<file path="config.mk">
export PLATFORM = sky130hd
export DESIGN_NAME = raster_contour_vertex_shift_top
export DESIGN_NICKNAME = d
export VERILOG_FILES = /design/src/rtl/core/rcvs_pkg.sv /design/src/rtl/core/raster_contour_vertex_shift_top.sv /design/src/rtl/core/rcvs_emit.sv /design/src/rtl/core/rcvs_queue.sv
export SDC_FILE = /design/constraint.sdc
export NUM_CORES = 1
export LEC_CHECK = 0
export BUFFER_PORTS_ARGS = -buffer_cell sky130_fd_sc_hd__clkbuf_2
export CAP_MARGIN = 20
export CORE_MARGIN = 4
export CORE_UTILIZATION = 54
export CTS_BUF_LIST = sky130_fd_sc_hd__clkbuf_2 sky130_fd_sc_hd__clkbuf_4 sky130_fd_sc_hd__clkbuf_8
export DETAILED_ROUTE_END_ITERATION = 8
export PLACE_DENSITY = 0.68
export SLEW_MARGIN = 20
export SYNTH_ARGS = -nofsm -noshare
export SYNTH_HDL_FRONTEND = slang
export SYNTH_SLANG_ARGS = --single-unit
</file>
<file path="constraint.sdc">
create_clock -name clk_i -period 9 [get_ports clk_i]
set_clock_uncertainty 0.05 [all_clocks]
set_input_delay 0.9 -clock clk_i [delete_from_list [all_inputs] [get_ports clk_i]]
set_output_delay 0.9 -clock clk_i [all_outputs]
set_load 0.01 [all_outputs]
</file>
<file path="src/rtl/core/rcvs_pkg.sv">
// ----------------------------------------------------------------------------
// rcvs_pkg
// Shared types, codes and the edge side classifier for the contour vertex shift.
// ----------------------------------------------------------------------------
package rcvs_pkg;

  // Sign of (to - from) along one axis
  typedef enum logic [1:0] {
    CMP_LT = 2'd0,
    CMP_EQ = 2'd1,
    CMP_GT = 2'd2
  } cmp_e;

  // Side of an axis-aligned edge; SIDE_BAD for diagonal or zero length
  typedef enum logic [2:0] {
    SIDE_N   = 3'd0,
    SIDE_E   = 3'd1,
    SIDE_S   = 3'd2,
    SIDE_W   = 3'd3,
    SIDE_BAD = 3'd4
  } side_e;

  // Vertices seen in the open polygon
  typedef enum logic [1:0] {
    SEEN_NONE = 2'd0,
    SEEN_ONE  = 2'd1,
    SEEN_MANY = 2'd2
  } seen_e;

  // Output queue geometry: room for the three results of a closing vertex
  localparam int unsigned QDepth   = 4;
  localparam int unsigned QCntW    = 3;
  localparam int unsigned MaxPush  = 3;
  localparam int unsigned PushCntW = 2;

  function automatic side_e edge_side(input cmp_e sx, input cmp_e sy, input logic outer);
    side_e s;
    s = SIDE_BAD;
    if (sx == CMP_EQ && sy == CMP_GT) begin
      s = outer ? SIDE_E : SIDE_W;
    end else if (sx == CMP_GT && sy == CMP_EQ) begin
      s = outer ? SIDE_N : SIDE_S;
    end else if (sx == CMP_EQ && sy == CMP_LT) begin
      s = outer ? SIDE_W : SIDE_E;
    end else if (sx == CMP_LT && sy == CMP_EQ) begin
      s = outer ? SIDE_S : SIDE_N;
    end
    return s;
  endfunction

endpackage

</file>
<file path="src/rtl/core/raster_contour_vertex_shift_top.sv">
// ----------------------------------------------------------------------------
// raster_contour_vertex_shift_top
// Shifts the vertices of a closed axis-aligned contour onto pixel edges.
// ----------------------------------------------------------------------------
// Vertices of one closed polygon stream in on the slave side, tlast on the
// final vertex. Each vertex comes out once on the master side with its x
// lowered by one if an adjacent edge is an East side and its y lowered by one
// for a South side (sides mirror when outer_contour is 0). A vertex's result
// leaves when its successor arrives; on the closing vertex of a polygon of
// three or more vertices three beats leave: the previous vertex, the closing
// vertex, and vertex 0 last, with tlast and the first-vertex flag set. A
// diagonal or zero-length neighbor edge sets the edge-error flag and the
// vertex passes unchanged. The input register feeds three correction units
// in parallel and results land in a four-entry queue. A beat is accepted
// every cycle unless the queue lacks room for three more beats; the three
// beats of a closing vertex stall the next push even when the master side
// drains one beat per cycle. Write outer_contour only while the block is
// idle.
// ----------------------------------------------------------------------------
module raster_contour_vertex_shift_top
  import rcvs_pkg::*;
#(
  parameter int unsigned COORD_BITS = 16
) (
  input  logic clk_i,
  input  logic rst_ni,

  // configuration: bit 0 is outer_contour
  input  logic cfg_valid_i,
  output logic cfg_ready_o,
  input  logic cfg_data_i,

  input  logic                                 s_axis_tvalid,
  output logic                                 s_axis_tready,
  // [vertex_x, vertex_y] from bit 0, zero filled to bytes
  input  logic [((2*COORD_BITS+7)/8)*8-1:0]    s_axis_tdata,
  input  logic                                 s_axis_tlast,   // last_vertex

  output logic                                 m_axis_tvalid,
  input  logic                                 m_axis_tready,
  // [shifted_x, shifted_y] from bit 0, zero filled to bytes
  output logic [((2*COORD_BITS+7)/8)*8-1:0]    m_axis_tdata,
  output logic [1:0]                           m_axis_tuser,   // [is_first_vertex, edge_error]
  output logic                                 m_axis_tlast    // end_of_polygon
);

  localparam int unsigned CB  = COORD_BITS;
  localparam int unsigned DW  = ((2*COORD_BITS+7)/8)*8;
  localparam int unsigned RW  = 2*COORD_BITS + 2;  // x, y, err, first

  typedef logic signed [CB-1:0] coord_t;

  // configuration
  logic outer_q;
  assign cfg_ready_o = 1'b1;

  always_ff @(posedge clk_i or negedge rst_ni) begin
    if (!rst_ni) begin
      outer_q <= 1'b1;
    end else if (cfg_valid_i) begin
      outer_q <= cfg_data_i;
    end
  end

  // input register stage
  logic   in_vld_q;
  coord_t in_x_q, in_y_q;
  logic   in_last_q;
  logic   fire, room;

  assign s_axis_tready = !in_vld_q || fire;
  assign fire          = in_vld_q && room;

  always_ff @(posedge clk_i or negedge rst_ni) begin
    if (!rst_ni) begin
      in_vld_q <= 1'b0;
    end else if (s_axis_tready) begin
      in_vld_q <= s_axis_tvalid;
    end
  end

  always_ff @(posedge clk_i) begin
    if (s_axis_tvalid && s_axis_tready) begin
      in_x_q    <= s_axis_tdata[CB-1:0];
      in_y_q    <= s_axis_tdata[2*CB-1:CB];
      in_last_q <= s_axis_tlast;
    end
  end

  // polygon tracking state
  seen_e  seen_q;
  coord_t start_x_q, start_y_q, second_x_q, second_y_q;
  coord_t before_x_q, before_y_q, held_x_q, held_y_q;
  coord_t before_x_n, before_y_n, second_x_n, second_y_n;
  logic   seen_none;

  assign seen_none  = (seen_q == SEEN_NONE);
  // predecessor of the current vertex once it is held
  assign before_x_n = (seen_q == SEEN_ONE) ? start_x_q : held_x_q;
  assign before_y_n = (seen_q == SEEN_ONE) ? start_y_q : held_y_q;
  assign second_x_n = (seen_q == SEEN_ONE) ? in_x_q : second_x_q;
  assign second_y_n = (seen_q == SEEN_ONE) ? in_y_q : second_y_q;

  always_ff @(posedge clk_i or negedge rst_ni) begin
    if (!rst_ni) begin
      seen_q     <= SEEN_NONE;
      start_x_q  <= '0;
      start_y_q  <= '0;
      second_x_q <= '0;
      second_y_q <= '0;
      before_x_q <= '0;
      before_y_q <= '0;
      held_x_q   <= '0;
      held_y_q   <= '0;
    end else if (fire) begin
      if (seen_none) begin
        start_x_q <= in_x_q;
        start_y_q <= in_y_q;
        seen_q    <= in_last_q ? SEEN_NONE : SEEN_ONE;
      end else begin
        second_x_q <= second_x_n;
        second_y_q <= second_y_n;
        before_x_q <= before_x_n;
        before_y_q <= before_y_n;
        held_x_q   <= in_x_q;
        held_y_q   <= in_y_q;
        seen_q     <= in_last_q ? SEEN_NONE : SEEN_MANY;
      end
    end
  end

  // correction units
  // u0: held vertex (or a lone vertex), u1: closing vertex, u2: vertex 0
  coord_t u0_px, u0_py, u0_cx, u0_cy;
  coord_t u0_x, u0_y, u1_x, u1_y, u2_x, u2_y;
  logic   u0_err, u1_err, u2_err;

  assign u0_px = seen_none ? in_x_q : before_x_q;
  assign u0_py = seen_none ? in_y_q : before_y_q;
  assign u0_cx = seen_none ? in_x_q : held_x_q;
  assign u0_cy = seen_none ? in_y_q : held_y_q;

  rcvs_emit #(.CoordBits(CB)) u_emit_held (
    .prev_x_i (u0_px),      .prev_y_i (u0_py),
    .cur_x_i  (u0_cx),      .cur_y_i  (u0_cy),
    .next_x_i (in_x_q),     .next_y_i (in_y_q),
    .outer_i  (outer_q),
    .x_o      (u0_x),       .y_o      (u0_y),     .err_o (u0_err)
  );

  rcvs_emit #(.CoordBits(CB)) u_emit_close (
    .prev_x_i (before_x_n), .prev_y_i (before_y_n),
    .cur_x_i  (in_x_q),     .cur_y_i  (in_y_q),
    .next_x_i (start_x_q),  .next_y_i (start_y_q),
    .outer_i  (outer_q),
    .x_o      (u1_x),       .y_o      (u1_y),     .err_o (u1_err)
  );

  rcvs_emit #(.CoordBits(CB)) u_emit_first (
    .prev_x_i (in_x_q),     .prev_y_i (in_y_q),
    .cur_x_i  (start_x_q),  .cur_y_i  (start_y_q),
    .next_x_i (second_x_n), .next_y_i (second_y_n),
    .outer_i  (outer_q),
    .x_o      (u2_x),       .y_o      (u2_y),     .err_o (u2_err)
  );

  // beat layout: {first, err, y, x}
  logic [RW-1:0]       r0, r1, r2;
  logic [RW-1:0]       push_data [MaxPush];
  logic [PushCntW-1:0] push_cnt;
  logic                use_u0, use_close;

  assign r0 = {seen_none, u0_err, u0_y, u0_x};
  assign r1 = {1'b0, u1_err, u1_y, u1_x};
  assign r2 = {1'b1, u2_err, u2_y, u2_x};

  assign use_u0    = seen_none ? in_last_q : (seen_q == SEEN_MANY);
  assign use_close = !seen_none && in_last_q;

  always_comb begin
    push_data[0] = use_u0 ? r0 : r1;
    push_data[1] = use_u0 ? r1 : r2;
    push_data[2] = r2;
    push_cnt     = '0;
    if (fire) begin
      push_cnt = PushCntW'(use_u0) + (use_close ? PushCntW'(2) : PushCntW'(0));
    end
  end

  // output queue
  logic [RW-1:0] head;

  rcvs_queue #(.Width(RW)) u_queue (
    .clk_i       (clk_i),
    .rst_ni      (rst_ni),
    .push_cnt_i  (push_cnt),
    .push_data_i (push_data),
    .room_o      (room),
    .valid_o     (m_axis_tvalid),
    .ready_i     (m_axis_tready),
    .data_o      (head)
  );

  assign m_axis_tdata = DW'(head[2*CB-1:0]);
  assign m_axis_tuser = {head[2*CB], head[2*CB+1]};
  assign m_axis_tlast = head[2*CB+1];

endmodule

</file>
<file path="src/rtl/core/rcvs_emit.sv">
// ----------------------------------------------------------------------------
// rcvs_emit
// Corrects one vertex from its predecessor and successor (combinational).
// ----------------------------------------------------------------------------
module rcvs_emit
  import rcvs_pkg::*;
#(
  parameter int unsigned CoordBits = 16
) (
  input  logic signed [CoordBits-1:0] prev_x_i,
  input  logic signed [CoordBits-1:0] prev_y_i,
  input  logic signed [CoordBits-1:0] cur_x_i,
  input  logic signed [CoordBits-1:0] cur_y_i,
  input  logic signed [CoordBits-1:0] next_x_i,
  input  logic signed [CoordBits-1:0] next_y_i,
  input  logic                        outer_i,
  output logic signed [CoordBits-1:0] x_o,
  output logic signed [CoordBits-1:0] y_o,
  output logic                        err_o
);

  function automatic cmp_e cmp(input logic signed [CoordBits-1:0] to_v,
                               input logic signed [CoordBits-1:0] from_v);
    cmp_e c;
    if (to_v > from_v) begin
      c = CMP_GT;
    end else if (to_v < from_v) begin
      c = CMP_LT;
    end else begin
      c = CMP_EQ;
    end
    return c;
  endfunction

  side_e in_side, out_side;
  logic  dec_x, dec_y;

  assign in_side  = edge_side(cmp(cur_x_i, prev_x_i), cmp(cur_y_i, prev_y_i), outer_i);
  assign out_side = edge_side(cmp(next_x_i, cur_x_i), cmp(next_y_i, cur_y_i), outer_i);
  assign err_o    = (in_side == SIDE_BAD) || (out_side == SIDE_BAD);

  // a side shared by both edges is applied once, so an OR is enough
  assign dec_x = !err_o && (in_side == SIDE_E || out_side == SIDE_E);
  assign dec_y = !err_o && (in_side == SIDE_S || out_side == SIDE_S);

  assign x_o = dec_x ? cur_x_i - CoordBits'(1) : cur_x_i;
  assign y_o = dec_y ? cur_y_i - CoordBits'(1) : cur_y_i;

endmodule

</file>
<file path="src/rtl/core/rcvs_queue.sv">
// ----------------------------------------------------------------------------
// rcvs_queue
// Result queue: takes up to three beats a cycle, hands out one from the head.
// ----------------------------------------------------------------------------
module rcvs_queue
  import rcvs_pkg::*;
#(
  parameter int unsigned Width = 34
) (
  input  logic                clk_i,
  input  logic                rst_ni,
  input  logic [PushCntW-1:0] push_cnt_i,
  input  logic [Width-1:0]    push_data_i [MaxPush],
  output logic                room_o,
  output logic                valid_o,
  input  logic                ready_i,
  output logic [Width-1:0]    data_o
);

  logic [Width-1:0] q_q [QDepth];
  logic [Width-1:0] q_d [QDepth];
  logic [QCntW-1:0] cnt_q, cnt_d, cnt_pop;
  logic             pop;

  assign valid_o = (cnt_q != '0);
  assign data_o  = q_q[0];
  assign pop     = valid_o && ready_i;
  assign cnt_pop = cnt_q - QCntW'(pop);
  // worst case push is three beats
  assign room_o  = (cnt_pop <= QCntW'(QDepth - MaxPush));
  assign cnt_d   = cnt_pop + QCntW'(push_cnt_i);

  always_comb begin
    int unsigned rel;
    for (int unsigned i = 0; i < QDepth; i++) begin
      rel = 0;
      if (pop && i + 1 < QDepth) begin
        q_d[i] = q_q[i+1];
      end else begin
        q_d[i] = q_q[i];
      end
      if (QCntW'(i) >= cnt_pop) begin
        rel = i - int'(cnt_pop);
        if (rel < int'(push_cnt_i)) begin
          q_d[i] = push_data_i[rel[PushCntW-1:0]];
        end
      end
    end
  end

  always_ff @(posedge clk_i or negedge rst_ni) begin
    if (!rst_ni) begin
      cnt_q <= '0;
    end else begin
      cnt_q <= cnt_d;
    end
  end

  always_ff @(posedge clk_i) begin
    q_q <= q_d;
  end

endmodule

</file>
* After elaboration in Yosys (flattened, before gate mapping) *
Cells that the tools add are included.

storage, ports and cells
  flip-flop bits (word level) = 304
  input port bits = 39
  output and inout port bits = 38
  logic and storage cells = 254

cells by class
  add/sub/neg operators = 13
  order comparisons = 33
  eq/ne operators = 37
  mux-type cells = 87
  bitwise logic cells = 5
  reductions and logical operators = 60

operators with widths
  kind                     number
  $mux W34                 19
  $bmux W34 S2             4
  $mux W16                 14
  $gt A16 B16 Y1           10
  $lt A16 B16 Y1           10
  $lt A32 B2 Y1            4
  $sub A16 B2 Y16 const B  6
  $mux W3                  20
  $mux W2                  18
  $logic_and A1 B1 Y1      30
  $eq A2 B1 Y1 const B     11
  $eq A2 B2 Y1 const B     11
  $logic_not A2 Y1         11
  $eq A3 B1 Y1 const B     5
  $eq A3 B2 Y1 const B     5
  $eq A3 B3 Y1 const B     5
  $ge A3 B3 Y1 const B     4
  $mux W1                  12
  $not A2 Y3               4
  $logic_or A1 B1 Y1       10
  $sub A1 B3 Y4 const A    2
  $sub A2 B3 Y4 const A    2
  $ge A1 B3 Y1 const A     2
  $ge A2 B3 Y1 const A     2
  other kinds (8)          14

* Longest topological paths before layout *
  word-level depth = 22
  depth in mapped cells = 23
  gate-level depth less buffers = 17

* Modules after synthesis *
Synthesis repeated with hierarchy kept, for this count alone.

unflattened totals
  cell total of the unflattened synthesis = 2,634
  area total of the unflattened synthesis = 24,960.2 um2

by module, submodules not included
  module                           times used  cells each  area an instance (um2)  seq. area each (um2)
  raster_contour_vertex_shift_top  1           643         8,353.0                 4,295.4
  rcvs_queue                       1           838         8,161.6                 3,138.0
  rcvs_emit (u_emit_first ...)     2           381         2,795.2                 0.0
  rcvs_emit (u_emit_close)         1           391         2,855.2                 0.0

* Least setup slack after synthesis *
No wires, ideal clock.

  kind = reg-to-reg
  from = register seen_q[0]
  to = register u_queue.q_q[14] (netlist name), data pin
  setup time = 0.271 ns
  arrival = 5.774 ns
  data required time = 8.679 ns
  path slack = 2.905 ns
  stages on the path, launching flop included = 23
  path buffers = 7
  clock period less this slack = 6.095 ns
  cells stage by stage = dfrtp_1 > or2_1 > buf_2 > buf_1 > clkbuf_1 > clkbuf_1 > clkbuf_1 > a21o_1 > inv_1 > ha_1 > nand4_1 > or4_4 > a2111o_1 > a21oi_1 > o311ai_0 > or4b_1 > buf_2 > and3_1 > buf_6 > or4_4 > and2_4 > a221oi_2 > o22ai_1

between the ends
  cells in the longest elaborated chain, start to end = 20
  elaborated cells between the ends (all ways) = 129
  classes of those cells = add/sub: 1; order compare: 16; eq/ne: 26; mux: 49; reduce/logical: 37

RTL lines
  element                                           RTL line                                                                        source
  start: declaration                                raster_contour_vertex_shift_top.sv:91                                           seen_e seen_q;
  start signal: assignment                          raster_contour_vertex_shift_top.sv:119                                          seen_q <= in_last_q ? SEEN_NONE : SEEN_ONE;
  start signal: assignment                          raster_contour_vertex_shift_top.sv:127                                          seen_q <= in_last_q ? SEEN_NONE : SEEN_MANY;
  $eq A2 B1 Y1 or $logic_not A2 Y1 (tied branches)  n/a
  $mux W16, or another cell as far along            raster_contour_vertex_shift_top.sv:102                                          assign second_y_n = (seen_q == SEEN_ONE) ? in_y_q : second_y_q;
  $lt A16 B16 Y1                                    rcvs_emit.sv:27                                                                 end else if (to_v < from_v) begin
  $mux W1                                           rcvs_emit.sv:27
  $mux W2                                           rcvs_emit.sv:25                                                                 if (to_v > from_v) begin
  $eq A2 B1 Y1 or $logic_not A2 Y1 (tied branches)  rcvs_pkg.sv:41, rcvs_pkg.sv:45
  $logic_and A1 B1 Y1                               rcvs_pkg.sv:45                                                                  end else if (sx == CMP_LT && sy == CMP_EQ) begin
  $mux W3                                           rcvs_pkg.sv:45
  (+3 left out)                                     n/a
  $eq A3 B3 Y1                                      rcvs_emit.sv:40                                                                 assign err_o = (in_side == SIDE_BAD) || (out_side == SIDE_BAD);
  $logic_or A1 B1 Y1                                rcvs_emit.sv:40
  $logic_not A1 Y1                                  rcvs_emit.sv:43                                                                 assign dec_x = !err_o && (in_side == SIDE_E || out_side == SIDE_E);
  $logic_and A1 B1 Y1                               rcvs_emit.sv:43
  $mux W16                                          rcvs_emit.sv:46                                                                 assign x_o = dec_x ? cur_x_i - CoordBits'(1) : cur_x_i;
  $mux W34 (on tied branches)                       raster_contour_vertex_shift_top.sv:182, raster_contour_vertex_shift_top.sv:181
  $bmux W34 S2 (*)                                  rcvs_queue.sv:45                                                                q_d[i] = push_data_i[rel[PushCntW-1:0]];
  $mux W34 (not written as such) (*) (2 in a row)   rcvs_queue.sv:45
  end signal: assignment                            rcvs_queue.sv:60                                                                q_q <= q_d;
  end: declaration                                  rcvs_queue.sv:20                                                                logic [Width-1:0] q_q [QDepth];

Mark *: on every way between the ends. The rest lies on a longest branch, timed or not. The select of a mux whose other input is x is not followed.
A chain may end at the register's enable or synchronous reset.

* Final worst setup path *
  from = register seen_q[0]
  to = register u_queue.q_q[30] (netlist name), data pin

between the ends
  cells in the longest elaborated chain, start to end = 20
  elaborated cells between the ends (all ways) = 129
  classes of those cells = add/sub: 1; order compare: 16; eq/ne: 26; mux: 49; reduce/logical: 37

RTL lines
  element                                           RTL line                                                                        source
  $eq A2 B1 Y1 or $logic_not A2 Y1 (tied branches)  n/a
  $mux W16, or another cell as far along            raster_contour_vertex_shift_top.sv:102
  $lt A16 B16 Y1                                    rcvs_emit.sv:27
  $mux W1                                           rcvs_emit.sv:27
  $mux W2                                           rcvs_emit.sv:25
  $eq A2 B1 Y1 or $logic_not A2 Y1 (tied branches)  rcvs_pkg.sv:41, rcvs_pkg.sv:45
  $logic_and A1 B1 Y1                               rcvs_pkg.sv:45
  $mux W3                                           rcvs_pkg.sv:45
  (+3 left out)                                     n/a
  $eq A3 B3 Y1                                      rcvs_emit.sv:40
  $logic_or A1 B1 Y1                                rcvs_emit.sv:40
  $logic_not A1 Y1                                  rcvs_emit.sv:44                                                                 assign dec_y = !err_o && (in_side == SIDE_S || out_side == SIDE_S);
  $logic_and A1 B1 Y1                               rcvs_emit.sv:44
  $mux W16                                          rcvs_emit.sv:47                                                                 assign y_o = dec_y ? cur_y_i - CoordBits'(1) : cur_y_i;
  $mux W34 (on tied branches)                       raster_contour_vertex_shift_top.sv:182, raster_contour_vertex_shift_top.sv:181
  $bmux W34 S2 (*)                                  rcvs_queue.sv:45
  $mux W34 (not written as such) (*) (2 in a row)   rcvs_queue.sv:45

Marks and branches as above.

==> results.json <==
{
  "max_stage_delay_ns": 0.65,
  "path_class": "flip-flop to flip-flop",
  "worstPathArrival_ns": 7.12,
  "yosysMostFrequentCell": "nand2_1",
  "cts.sinks": 304,
  "insertion_delay_ns": 0.66,
  "yosys_most_used_dff": "dfrtp_1",
  "rsz0062_at_grt": "no",
  "postCtsHoldBufs": 0,
  "worst_ir_drop_vdd_uv": 584.2,
  "switchingPower_mw": 5.715,
  "portBuffers": 75,
  "required_ns": 9.41,
  "post-synth-top-area-cell": "dfrtp_1",
  "ys_seq_elements": 304,
  "end_kind": "flip-flop",
  "ys_seq_area_frac": 0.3303,
  "slew_viol_final": 0,
  "p_sw_frac": 0.5235,
  "crit_slowest_cell": "or2_2",
  "ys_async_sr_fraction": 0.4441,
  "worst_setup_path_start_kind": "flip-flop",
  "synthTopCellsByCount": "423 x nand2_1, 281 x nor2_1, 225 x o21ai_0",
  "leakagePower_nw": 10.13,
  "grt_overflow": 0,
  "h-tree-depth": 2,
  "cts_buffers": 56,
  "die_area_um2": 45000,
  "drc_errors": 0,
  "powerDensity_nw_per_um2": 449.7,
  "netlist_area_um2": 22500,
  "grtUsageTotal": 0.3453,
  "synthTopCellsByArea": "dfrtp_1 15%, ha_1 9.4%, dfxtp_1 9.1%, edfxtp_1 8.9%, nand2_1 7.1%",
  "setup_viol": 0,
  "grt_pass1_wl_mm": 120.7,
  "area_growth_pct": 7.895,
  "yosys.cell_types.count": 88,
  "gp_congestion": 1.004,
  "p_comb_frac": 0.626,
  "vias": 22240,
  "fmax_mhz": 148.9,
  "ant_nets": 0,
  "status": "finished, final reports clean",
  "period_needed_ns": 6.718,
  "avgSynthCellArea_um2": 7.921,
  "fin_tns_setup_ns": 0,
  "cts_tree": "done",
  "clock_power_share": 0.138,
  "grt_pass1_vias": 20760,
  "drive_above_1_share": 0.09116,
  "max_cap_viol_count": 0,
  "wl_mm": 79.45,
  "clkTransAtPathRegs_ns": 0.06,
  "intPower_mw": 5.203,
  "ios": 77,
  "diodes": 0,
  "whs_ns": 0.2565,
  "drtIter0Drc": 2518,
  "syn_inst": 2841,
  "via_per_inst": 6.551,
  "cts_root_buf": "clkbuf_8",
  "ys_warn_count": 0,
  "nNetsFinal": 3027,
  "dr.pass1.iters": 7,
  "design.core.area_um2": 41020,
  "rows": 74,
  "grt_max_degree": 92,
  "place.detailed.hpwl_mm": 58.76,
  "path_cells": "or2_2 > buf_4 > a21o_1 > inv_1 > ha_1 > nand4_1 > or4_4 > a2111o_1 > and4_4 > or3_1 > nor3b_2 > a22oi_1 > clkbuf_4 > nor4b_1 > mux2i_1 > a21oi_1 > o31ai_1",
  "post_cts_resized": 0,
  "die_x_um": 212.1,
  "die_h_um": 212.1,
  "min_period_over_period": 0.7465,
  "fillers": 3694,
  "start_util": 0.5486,
  "critPathMaxFanout": 47,
  "relSlewSlack": 0.2214,
  "postCtsSetupBuffers": 0,
  "routedWlPerCell_um": 23.40,
  "synth-edff-count": 67,
  "grt_antenna_before_repair": 0,
  "hold_viol": 0,
  "synthesis.nets": 3051,
  "seq_power_share": 0.237,
  "synth.top_cell.area_share": 0.1490,
  "hold_path.class": "primary input to asynchronous set/reset pin",
  "clockBufferDepth": 3,
  "worst_pin_slew_ns": 1.157
}
sequential cells by signal, indices dropped and copies added (netlist names), 3 cells and up:
register	count
u_queue.q_q	102
second_y_q	16
held_x_q	16
second_x_q	16
held_y_q	16
start_y_q	16
u_queue.data_o	34
before_x_q	16
in_x_q	16
start_x_q	16
in_y_q	16
u_queue.cnt_q	3
before_y_q	16
path summary, 6_finish.rpt:
path | start | end | slack (ns) | depth (start not counted)
min in group clk_i | s_axis_tdata[20] | in_y_q[4] | 0.36 | 1
max | seen_q[0] | u_queue.q_q[30] | 2.28 | 17
max reg2reg | seen_q[0] | u_queue.q_q[30] | 2.28 | 17
min reg2reg | u_queue.q_q[67] | u_queue.q_q[101] | 0.43 | 2
max in group asynchronous | rst_ni | start_y_q[12] | 7.42 | 2
min | rst_ni | second_x_q[6] | 0.26 | 1
logic make-up (layout without fill, tap and decap cells):
kind of cell / Yosys count / after routing / synth area share
AO/OA/AOI/OAI: 819 / 819 / 0.2290
XOR/XNOR: 76 / 76 / 0.02958
adder cells (fa/ha/maj): 172 / 172 / 0.09619
buffers and inverters: 314 / 336 / 0.05872
flip-flops: 304 / 304 / 0.3303
multiplexers: 91 / 91 / 0.04126
other: 1 / 1 / 0.0001666
AND/OR/NAND/NOR: 1064 / 1064 / 0.2147
cell type report:
cell class | instances | area (µm²) | area share
Clock buffer | 92 | 1147 | 0.04726
Clock inverter | 12 | 137.6 | 0.005669
Inverter | 124 | 465.4 | 0.01917
Multi-Input combinational cell | 2223 | 13800 | 0.5684
Sequential cell | 304 | 7433 | 0.3062
Tap cell | 532 | 665.6 | 0.02742
Timing Repair Buffer | 108 | 629.4 | 0.02592
routing by layer:
metal,part of all wire,track usage,up-vias
li1,-,-,10270
met1,0.42,0.4826,10490
met2,0.41,0.5019,1252
met3,0.11,0.09045,222
met4,0.051,0.1581,0
met5,0,0,-
layout by cell type (no fill, tap or decap), types with 32 or more instances in the layout:
master / n
nand2_1: 422
nor2_1: 278
o21ai_0: 225
a21oi_1: 222
ha_1: 169
dfrtp_1: 134
inv_1: 112
dfxtp_1: 102
nand3_1: 83
mux2i_1: 77
clkbuf_2: 74
clkbuf_8: 73
xnor2_1: 72
edfxtp_1: 67
a31oi_1: 59
nand4_1: 52
and3_1: 41
nor3_1: 39
a211oi_1: 34
buf_4: 32
per-stage QoR:
step	setup slack (ns)	power (mW)	util	area, µm²	cells
6_report	2.282	10.92	0.5919	24280	3395
5_1_grt	1.905	11.69	0.5919	24280	3395
4_1_cts	2.330	10.69	0.5916	24270	3394
3_5_place_dp	2.401	9.152	0.5603	22980	3290
3_3_place_gp	2.707	8.952	0.5603	22980	3290
2_1_floorplan	2.905	7.191	-	22500	2841
power by group through the flow:
stage / Combinational, mW / Sequential (mW) / Clock [mW]
after global routing: 7.46 / 2.64 / 1.60
after floorplan: 4.80 / 2.39 / 0
after CTS: 6.61 / 2.56 / 1.52
after global placement: 6.39 / 2.56 / 0
after detailed placement: 6.57 / 2.58 / 0
final: 6.83 / 2.58 / 1.50
worst max-delay path: cells and delay by family (launching register included):
kind	cells	cell delay, ns
simple gates	7	2.82
compound gates	5	1.31
buf+inv	3	0.88
flops	1	0.53
mux	1	0.51
fa+ha+maj	1	0.38
Note: power is estimated with default switching activity, not from simulation.
